`config.mk`:
```
export PLATFORM = sky130hd
export DESIGN_NAME = sorted_timeout_queue_unit_flat
export DESIGN_NICKNAME = d
export VERILOG_FILES = /design/src/stq_pkg.sv /design/src/stq_in_if.sv /design/src/stq_out_if.sv /design/src/sorted_timeout_queue_unit.sv /design/src/flat_wrapper.sv
export SDC_FILE = /design/constraint.sdc
export NUM_CORES = 2
export LEC_CHECK = 0
export BUFFER_PORTS_ARGS = -buffer_cell sky130_fd_sc_hd__buf_2
export CORE_AREA = 2 2 499 501
export DETAILED_ROUTE_END_ITERATION = 8
export DIE_AREA = 0 0 501 503
export PLACE_DENSITY = 0.77
export SLEW_MARGIN = 20
export SYNTH_ARGS = -nofsm -noshare
export SYNTH_HDL_FRONTEND = slang
export SYNTH_SLANG_ARGS = --single-unit
```
`constraint.sdc`:
```
create_clock -name clk -period 12.8 [get_ports clk]
set_input_delay 2.56 -clock clk [delete_from_list [all_inputs] [get_ports clk]]
set_output_delay 2.56 -clock clk [all_outputs]
set_load 0.05 [all_outputs]
```
`src/stq_pkg.sv`:
```
package stq_pkg;

  localparam int unsigned CMD_W   = 2;
  localparam int unsigned OWNER_W = 8;
  localparam int unsigned KEY_W   = 64;
  localparam int unsigned TOUT_W  = 16;
  localparam int unsigned KIND_W  = 3;
  localparam int unsigned RCNT_W  = 6;
  localparam int unsigned TIME_W  = 32;

  typedef enum logic [CMD_W-1:0] {
    CMD_ADD       = 2'd0,
    CMD_DEL_KEY   = 2'd1,
    CMD_DEL_OWNER = 2'd2,
    CMD_TICK      = 2'd3
  } cmd_t;

  typedef enum logic [KIND_W-1:0] {
    KIND_ADDED   = 3'd0,
    KIND_FULL    = 3'd1,
    KIND_DELETED = 3'd2,
    KIND_EXPIRED = 3'd3,
    KIND_DONE    = 3'd4
  } kind_t;

endpackage

```
`src/stq_in_if.sv`:
```
interface stq_in_if;
  logic                         valid;
  logic                         ready;
  logic [stq_pkg::CMD_W-1:0]    cmd;
  logic [stq_pkg::OWNER_W-1:0]  owner_id;
  logic [stq_pkg::KEY_W-1:0]    key_tag;
  logic [stq_pkg::TOUT_W-1:0]   timeout_secs;

  modport source (output valid, cmd, owner_id, key_tag, timeout_secs, input ready);
  modport sink (input valid, cmd, owner_id, key_tag, timeout_secs, output ready);
endinterface

```
`src/stq_out_if.sv`:
```
interface stq_out_if;
  logic                         valid;
  logic                         ready;
  logic [stq_pkg::KIND_W-1:0]   kind;
  logic [stq_pkg::OWNER_W-1:0]  owner_id_out;
  logic [stq_pkg::KEY_W-1:0]    key_tag_out;
  logic [stq_pkg::RCNT_W-1:0]   removed_count;
  logic                         last;

  modport source (output valid, kind, owner_id_out, key_tag_out, removed_count, last,
                  input ready);
  modport sink (input valid, kind, owner_id_out, key_tag_out, removed_count, last,
                output ready);
endinterface

```
`src/sorted_timeout_queue_unit.sv`:
```
// Sorted timeout queue: a table of up to DEPTH pending timeouts held in
// ascending order of expiry second in one synchronous memory.
// in_ch carries one command per transaction: add, delete by owner and key,
// delete by owner, or a one-second tick. out_ch returns the results of that
// command; the last one carries last = 1. A tick returns one transaction per
// expired entry, in expiry order, then a done marker.
// One command is handled at a time; in_ch.ready is high only when idle.
// An add reads, compares and shifts each entry that expires later than the
// new one up one place, from the top down, then writes the new entry.
// A delete streams the entries through the read port, one entry per cycle,
// and writes the survivors back down. A tick returns the expired entries
// from the bottom, then closes up any survivors in the same way.
// Results leave through one output register; a stall on out_ch holds the
// sequencer until the register empties.
// Reset (rst_n low at a clock edge) empties the table and zeroes the second
// counter at once; no clearing pass is needed.
module sorted_timeout_queue_unit #(
  parameter int unsigned DEPTH    = 32,
  parameter int unsigned KEY_BITS = 64
) (
  input  logic             clk,
  input  logic             rst_n,
  stq_in_if.sink           in_ch,
  stq_out_if.source        out_ch
);

  localparam int unsigned AW = $clog2(DEPTH);
  localparam int unsigned CW = $clog2(DEPTH + 1);
  localparam int unsigned TW = stq_pkg::TIME_W;
  localparam int unsigned OW = stq_pkg::OWNER_W;
  localparam int unsigned EW = TW + OW + KEY_BITS;

  typedef enum logic [6:0] {
    ST_IDLE   = 7'b0000001,
    ST_ADD_RD = 7'b0000010,
    ST_ADD_WR = 7'b0000100,
    ST_RUN    = 7'b0001000,
    ST_TK_RD  = 7'b0010000,
    ST_TK_CHK = 7'b0100000,
    ST_RESP   = 7'b1000000
  } state_t;

  state_t                      state_r, state_nxt;
  logic [CW-1:0]               cnt_r, cnt_nxt;
  logic [TW-1:0]               now_r, now_nxt;
  logic [CW-1:0]               i_r, i_nxt;
  logic [CW-1:0]               w_r, w_nxt;
  logic                        pv_r, pv_nxt;
  logic [stq_pkg::CMD_W-1:0]   cmd_r, cmd_nxt;
  logic [OW-1:0]               own_r, own_nxt;
  logic [KEY_BITS-1:0]         key_r, key_nxt;
  logic [TW-1:0]               exp_r, exp_nxt;
  logic [stq_pkg::KIND_W-1:0]  rkind_r, rkind_nxt;
  logic [stq_pkg::RCNT_W-1:0]  rcnt_r, rcnt_nxt;

  logic                        ov_r, ov_nxt;
  logic [stq_pkg::KIND_W-1:0]  okind_r, okind_nxt;
  logic [OW-1:0]               oown_r, oown_nxt;
  logic [stq_pkg::KEY_W-1:0]   okey_r, okey_nxt;
  logic [stq_pkg::RCNT_W-1:0]  orcnt_r, orcnt_nxt;
  logic                        olast_r, olast_nxt;

  logic [EW-1:0]               mem [DEPTH];
  logic [EW-1:0]               rd_q;
  logic                        we;
  logic [CW-1:0]               waddr;
  logic [EW-1:0]               wdata;
  logic [CW-1:0]               raddr;

  logic [TW-1:0]               rd_exp;
  logic [OW-1:0]               rd_own;
  logic [KEY_BITS-1:0]         rd_key;
  logic                        slot_free;
  logic                        hit;
  logic                        in_acc;

  assign rd_exp    = rd_q[EW-1 -: TW];
  assign rd_own    = rd_q[KEY_BITS +: OW];
  assign rd_key    = rd_q[KEY_BITS-1:0];
  assign slot_free = !ov_r || out_ch.ready;
  assign in_acc    = in_ch.valid && in_ch.ready;
  assign hit       = (cmd_r != stq_pkg::CMD_TICK) && (rd_own == own_r) &&
                     ((cmd_r == stq_pkg::CMD_DEL_OWNER) || (rd_key == key_r));

  assign in_ch.ready          = (state_r == ST_IDLE);
  assign out_ch.valid         = ov_r;
  assign out_ch.kind          = okind_r;
  assign out_ch.owner_id_out  = oown_r;
  assign out_ch.key_tag_out   = okey_r;
  assign out_ch.removed_count = orcnt_r;
  assign out_ch.last          = olast_r;

  // Entry memory: one write port, one registered read port
  always_ff @(posedge clk) begin
    if (we) begin
      mem[waddr[AW-1:0]] <= wdata;
    end
    rd_q <= mem[raddr[AW-1:0]];
  end

  // Sequence the command over the memory
  always_comb begin
    state_nxt = state_r;
    cnt_nxt   = cnt_r;
    now_nxt   = now_r;
    i_nxt     = i_r;
    w_nxt     = w_r;
    pv_nxt    = 1'b0;
    cmd_nxt   = cmd_r;
    own_nxt   = own_r;
    key_nxt   = key_r;
    exp_nxt   = exp_r;
    rkind_nxt = rkind_r;
    rcnt_nxt  = rcnt_r;
    ov_nxt    = ov_r && !out_ch.ready;
    okind_nxt = okind_r;
    oown_nxt  = oown_r;
    okey_nxt  = okey_r;
    orcnt_nxt = orcnt_r;
    olast_nxt = olast_r;
    we        = 1'b0;
    waddr     = w_r;
    wdata     = rd_q;
    raddr     = i_r;

    unique case (state_r)
      ST_IDLE: begin
        if (in_acc) begin
          cmd_nxt   = in_ch.cmd;
          own_nxt   = in_ch.owner_id;
          key_nxt   = in_ch.key_tag[KEY_BITS-1:0];
          exp_nxt   = now_r + TW'(in_ch.timeout_secs);
          rcnt_nxt  = '0;
          i_nxt     = '0;
          w_nxt     = '0;
          case (in_ch.cmd)
            stq_pkg::CMD_ADD: begin
              i_nxt = cnt_r;
              if (cnt_r == CW'(DEPTH)) begin
                rkind_nxt = stq_pkg::KIND_FULL;
                state_nxt = ST_RESP;
              end else begin
                rkind_nxt = stq_pkg::KIND_ADDED;
                state_nxt = ST_ADD_RD;
              end
            end
            stq_pkg::CMD_TICK: begin
              now_nxt   = now_r + 1'b1;
              rkind_nxt = stq_pkg::KIND_DONE;
              state_nxt = ST_TK_RD;
            end
            default: begin
              rkind_nxt = stq_pkg::KIND_DELETED;
              state_nxt = ST_RUN;
            end
          endcase
        end
      end

      ST_ADD_RD: begin
        raddr = i_r - 1'b1;
        if (i_r == '0) begin
          we        = 1'b1;
          waddr     = '0;
          wdata     = {exp_r, own_r, key_r};
          cnt_nxt   = cnt_r + 1'b1;
          state_nxt = ST_RESP;
        end else begin
          state_nxt = ST_ADD_WR;
        end
      end

      ST_ADD_WR: begin
        we    = 1'b1;
        waddr = i_r;
        if (rd_exp > exp_r) begin
          // shift the later entry up one place
          i_nxt     = i_r - 1'b1;
          state_nxt = ST_ADD_RD;
        end else begin
          wdata     = {exp_r, own_r, key_r};
          cnt_nxt   = cnt_r + 1'b1;
          state_nxt = ST_RESP;
        end
      end

      ST_RUN: begin
        // stream entries i..cnt-1 down to w, dropping matches
        if (i_r < cnt_r) begin
          i_nxt  = i_r + 1'b1;
          pv_nxt = 1'b1;
        end
        if (pv_r && !hit) begin
          we    = 1'b1;
          w_nxt = w_r + 1'b1;
        end
        if (!pv_r && (i_r == cnt_r)) begin
          cnt_nxt   = w_r;
          if (cmd_r != stq_pkg::CMD_TICK) begin
            rcnt_nxt = stq_pkg::RCNT_W'(cnt_r - w_r);
          end
          state_nxt = ST_RESP;
        end
      end

      ST_TK_RD: begin
        if (i_r == cnt_r) begin
          cnt_nxt   = '0;
          state_nxt = ST_RESP;
        end else begin
          state_nxt = ST_TK_CHK;
        end
      end

      ST_TK_CHK: begin
        if (rd_exp <= now_r) begin
          if (slot_free) begin
            ov_nxt    = 1'b1;
            okind_nxt = stq_pkg::KIND_EXPIRED;
            oown_nxt  = rd_own;
            okey_nxt  = stq_pkg::KEY_W'(rd_key);
            orcnt_nxt = '0;
            olast_nxt = 1'b0;
            i_nxt     = i_r + 1'b1;
            state_nxt = ST_TK_RD;
          end
        end else begin
          // close up the survivors from index i
          w_nxt     = '0;
          state_nxt = ST_RUN;
        end
      end

      ST_RESP: begin
        if (slot_free) begin
          ov_nxt    = 1'b1;
          okind_nxt = rkind_r;
          oown_nxt  = '0;
          okey_nxt  = '0;
          orcnt_nxt = rcnt_r;
          olast_nxt = 1'b1;
          state_nxt = ST_IDLE;
        end
      end

      default: state_nxt = ST_IDLE;
    endcase
  end

  // Hold control state; payload registers need no reset
  always_ff @(posedge clk) begin
    if (!rst_n) begin
      state_r <= ST_IDLE;
      cnt_r   <= '0;
      now_r   <= '0;
      ov_r    <= 1'b0;
      pv_r    <= 1'b0;
      i_r     <= '0;
      w_r     <= '0;
    end else begin
      state_r <= state_nxt;
      cnt_r   <= cnt_nxt;
      now_r   <= now_nxt;
      ov_r    <= ov_nxt;
      pv_r    <= pv_nxt;
      i_r     <= i_nxt;
      w_r     <= w_nxt;
    end
  end

  always_ff @(posedge clk) begin
    cmd_r   <= cmd_nxt;
    own_r   <= own_nxt;
    key_r   <= key_nxt;
    exp_r   <= exp_nxt;
    rkind_r <= rkind_nxt;
    rcnt_r  <= rcnt_nxt;
    okind_r <= okind_nxt;
    oown_r  <= oown_nxt;
    okey_r  <= okey_nxt;
    orcnt_r <= orcnt_nxt;
    olast_r <= olast_nxt;
  end

`ifndef SYNTHESIS
  a_cnt_bound: assert property (@(posedge clk) disable iff (!rst_n)
    cnt_r <= CW'(DEPTH))
    else $error("entry count above depth");

  a_compact_order: assert property (@(posedge clk) disable iff (!rst_n)
    state_r == ST_RUN |-> w_r <= i_r)
    else $error("write pointer passed read pointer");

  a_tick_in_range: assert property (@(posedge clk) disable iff (!rst_n)
    state_r == ST_TK_CHK |-> i_r < cnt_r)
    else $error("expiry check beyond stored entries");
`endif

endmodule
```
`src/flat_wrapper.sv`:
```
// flat-port wrapper written by rule: the top's interface ports become plain ports
module sorted_timeout_queue_unit_flat 
#(
  parameter int unsigned DEPTH    = 32,
  parameter int unsigned KEY_BITS = 64
)
  (clk, rst_n, in_ch_valid, in_ch_cmd, in_ch_owner_id, in_ch_key_tag, in_ch_timeout_secs, in_ch_ready, out_ch_valid, out_ch_kind, out_ch_owner_id_out, out_ch_key_tag_out, out_ch_removed_count, out_ch_last, out_ch_ready);
  stq_in_if in_ch_i ();
  stq_out_if out_ch_i ();
  input  logic clk;
  input  logic rst_n;
  input wire logic [$bits(in_ch_i.valid)-1:0] in_ch_valid;
  input wire logic [$bits(in_ch_i.cmd)-1:0] in_ch_cmd;
  input wire logic [$bits(in_ch_i.owner_id)-1:0] in_ch_owner_id;
  input wire logic [$bits(in_ch_i.key_tag)-1:0] in_ch_key_tag;
  input wire logic [$bits(in_ch_i.timeout_secs)-1:0] in_ch_timeout_secs;
  output wire logic [$bits(in_ch_i.ready)-1:0] in_ch_ready;
  output wire logic [$bits(out_ch_i.valid)-1:0] out_ch_valid;
  output wire logic [$bits(out_ch_i.kind)-1:0] out_ch_kind;
  output wire logic [$bits(out_ch_i.owner_id_out)-1:0] out_ch_owner_id_out;
  output wire logic [$bits(out_ch_i.key_tag_out)-1:0] out_ch_key_tag_out;
  output wire logic [$bits(out_ch_i.removed_count)-1:0] out_ch_removed_count;
  output wire logic [$bits(out_ch_i.last)-1:0] out_ch_last;
  input wire logic [$bits(out_ch_i.ready)-1:0] out_ch_ready;
  assign in_ch_i.valid = in_ch_valid;
  assign in_ch_i.cmd = in_ch_cmd;
  assign in_ch_i.owner_id = in_ch_owner_id;
  assign in_ch_i.key_tag = in_ch_key_tag;
  assign in_ch_i.timeout_secs = in_ch_timeout_secs;
  assign in_ch_ready = in_ch_i.ready;
  assign out_ch_valid = out_ch_i.valid;
  assign out_ch_kind = out_ch_i.kind;
  assign out_ch_owner_id_out = out_ch_i.owner_id_out;
  assign out_ch_key_tag_out = out_ch_i.key_tag_out;
  assign out_ch_removed_count = out_ch_i.removed_count;
  assign out_ch_last = out_ch_i.last;
  assign out_ch_i.ready = out_ch_ready;
  sorted_timeout_queue_unit #(.DEPTH(DEPTH), .KEY_BITS(KEY_BITS)) u_core (.clk(clk), .rst_n(rst_n), .in_ch(in_ch_i), .out_ch(out_ch_i));
endmodule
```
==> results.ini <==
[sta]
fin_hold_ws_ns=0.508
slew_headroom=0.187
worst_pin_slew_ns=1.22
max_freq_mhz=155
clock_skew_ns=0.103
setup_ws_ns=6.34
grt_setup_unrepaired=no
hold_viol_final=0
fin_setup_tns_ns=0
setup_violations=0
min_period_over_period=0.505
final.min_clock_period_ns=6.46
slew_violations=0

[clock_tree]
post_cts_buffers=0
cts_repair_resize_count=0
cts_made_buffers=373
cts.root.buffer_cell=clkbuf_16
clockBufferDepth=4
ctsHoldBuffers=0
clock_sinks=3688
cts_tree=done
clk_latency_ns=1.00
htreeDepth=5
path_clk_slew_ns=0.07

[worst_setup_path]
crit_fanout=48
endpoint_kind=register
timing.rr.start=u_core.key_r[63]$_DFFE_PP_
critical_path_buf_inv_count=2
reg2reg_depth=10
crit_cells=10
cp_slowest_cell=buf_4
cp.required_ns=13.35
startpoint_type=register
cpLargestDelayFamily=simple AND/OR/NAND/NOR gates
reg2reg_slack_ns=6.34
path_common_cell=buf_4
arrival_ns=7.02
critPathMaxStageDelay_ns=1.00
cp_cell_sequence=xor2_1 > nor4_2 > nand4_1 > nor4_4 > o32a_1 > o21ai_0 > nand3_1 > nor2_4 > buf_4 > buf_4
regToRegEndpoint=u_core.mem[24][47]$_DFFE_PP_
worstSetupPathType=reg2reg

[yosys]
yosysSeqAreaShare=0.753
synthSimpleGateAreaFrac=0.0664
netlist_instances=8067
synthAdderAreaFrac=0.00882
synth_nets=8262
synth_flop_cell=edfxtp_1
synth-seq-cells=3688
mappedNetlistArea_um2=145000
synth_edf_count=3525
avgSynthCellArea_um2=18.0
synth_top_family_by_area=multiplexers
ys_types=79
synth_compound_area_frac=0.0296
synth_mux_area_frac=0.116
async_flop_share=0
ys_warn_count=0
synthXorXnorAreaFrac=0.00880

[placement]
place.gp.congestion=0.864
place_area_um2=150000
io_buffers=177
hpwl_um=196000
place_ws_ns=6.60

[job]
maxCapViolations=0

[outcome]
status=finished, final reports clean

[routing]
first_pass_iters=7
drc=0
drtIter0Drc=13700
ant_nets=0
wire_per_inst_um=33.6
vias=81100
viasPerCell=6.84
wl_um=398000

[floorplanning]
dieHeight_um=503
dieArea_um2=252000
core_um2=247000
fp.dieW_um=501
rows=183
start_util=0.587
io_pins=178

[cells_and_area]
finalInstanceArea_um2=162000
multiInputGateArea_um2=33900
fill_cells=15500
nNetsFinal=8525
final_layout_size_suffix_gt1_frac=0.190
synthToLayoutAreaGrowth_pct=11.7
seqCellArea_um2=109000

[power]
powerDensity_nw_per_um2=200
switching_power_mw=8.98
intPower_mw=23.4
pwr-share-comb=0.181
peakVddDrop_mv=0.163
switching_share=0.277
leakagePower_nw=51.4
power_frac_clock=0.337
seqPwrFrac=0.481

[worst_hold_path]
whs_endpoint=u_core.out_ch.kind[0]$_SDFFCE_PN1P_
hold_depth=1
hp-class=reg2reg
holdCritStartpoint=u_core.rkind_r[0]$_DFFE_PP_

[global_routing]
gr-usage-all-layers=0.314
grt_overflow_total=0
antenna_found_initial=24
first_global_vias=79400
grt_max_degree=183
grt_pass1_wl_um=565000

## registers in the layout, indices dropped and copies added (netlist names), 2 cells and up
signal,cells
u_core.out_ch.owner_id_out,8
u_core.mem,3328
u_core.w_r,6
u_core.cnt_r,6
u_core.own_r,8
u_core.rkind_r,3
u_core.now_r,32
u_core.out_ch.removed_count,6
u_core.rd_q,104
u_core.out_ch.key_tag_out,64
u_core.exp_r,32
u_core.key_r,64
u_core.i_r,6
u_core.state_r,7
u_core.cmd_r,2
u_core.rcnt_r,6
u_core.out_ch.kind,3
## power groups by stage
| stage | combinational (mW) | sequential, mW | clock, mW |
|---|---|---|---|
| after floorplan | 3.67 | 15.7 | 0 |
| after global placement | 5.48 | 15.8 | 0 |
| after detailed placement | 5.70 | 15.8 | 0 |
| after CTS | 5.75 | 15.6 | 11.0 |
| after global routing | 6.19 | 15.6 | 11.4 |
| final | 5.87 | 15.6 | 10.9 |
## layout by cell type (no fill, tap or decap), types with 20 or more instances in the layout
cell,count
clkbuf_1,93
a21oi_1,96
o21ai_0,38
and3_1,51
a211o_1,32
dfxtp_1,163
nand3_1,523
bufinv_16,44
mux4_2,578
and2_1,129
buf_2,177
mux2_2,103
buf_12,32
xor2_1,71
ha_1,99
a31oi_1,36
buf_4,104
nand2_1,1164
clkbuf_8,20
nor3_1,23
a211oi_1,25
a32o_1,73
a32oi_1,32
nand4_1,64
inv_1,88
nor2_1,54
nor4_1,23
clkinv_1,54
edfxtp_1,3525
mux2i_1,268
xnor2_1,65
clkbuf_16,380
a221oi_1,44
clkinv_2,58
nor2_4,41
a311oi_1,38
a221oi_2,34
## metal layers
metal	up-vias	global-route usage	routed length, µm
li1	32400	-	-
met1	41100	0.437	141000
met2	6548	0.484	185000
met3	992	0.0726	54100
met4	16	0.133	18500
met5	-	0	115
## worst max-delay path by stage
stage                          startpoint                           end  slack, ns
5_1_grt        u_core.i_r[1]$_SDFFE_PN0P_  u_core.mem[26][71]$_DFFE_PP_       6.29
2_1_floorplan  u_core.i_r[1]$_SDFFE_PN0P_   u_core.mem[15][0]$_DFFE_PP_       5.44
4_1_cts        u_core.key_r[63]$_DFFE_PP_  u_core.mem[24][51]$_DFFE_PP_       6.52
3_5_place_dp   u_core.i_r[1]$_SDFFE_PN0P_  u_core.mem[26][58]$_DFFE_PP_       6.60
3_3_place_gp   u_core.key_r[63]$_DFFE_PP_  u_core.mem[24][63]$_DFFE_PP_       6.52
6_report       u_core.key_r[63]$_DFFE_PP_  u_core.mem[24][47]$_DFFE_PP_       6.34
## kinds of logic after synthesis
logic type,after synthesis
buf+inv,520
compound gates,529
flops,3688
simple gates,2136
fa+ha+maj,101
xor+xnor,144
mux,949
## per-stage QoR
stage | cells | util | total power, mW
after floorplan | 8067 | - | 19.4
after global placement | 11200 | 0.605 | 21.3
after detailed placement | 11200 | 0.606 | 21.5
after CTS | 11900 | 0.655 | 32.3
after global routing | 11900 | 0.655 | 33.2
final | 11900 | 0.655 | 32.4
## Yosys cell counts, types with 73 or more instances
cell	number	area [µm²]
edfxtp_1	3525	106000
nand2_1	1166	4380
mux4_2	578	13000
nand3_1	523	2620
mux2i_1	268	2680
clkbuf_1	221	830
dfxtp_1	163	3260
and2_1	130	813
mux2_2	103	1160
ha_1	99	1240
a21oi_1	96	480
nor2_1	95	357
inv_1	89	334
buf_2	86	430
a32o_1	73	731
## final cells by class
cell class | count | area share
diodes | 4 | 0.0000618
clock buffers | 493 | 0.0626
clock inverters | 173 | 0.0122
inverters | 90 | 0.00212
multi-input cells | 3859 | 0.209
flip-flops and latches | 3688 | 0.674
well taps | 3237 | 0.0250
repair buffers | 318 | 0.0150
Power figures use the tool's default switching activity.
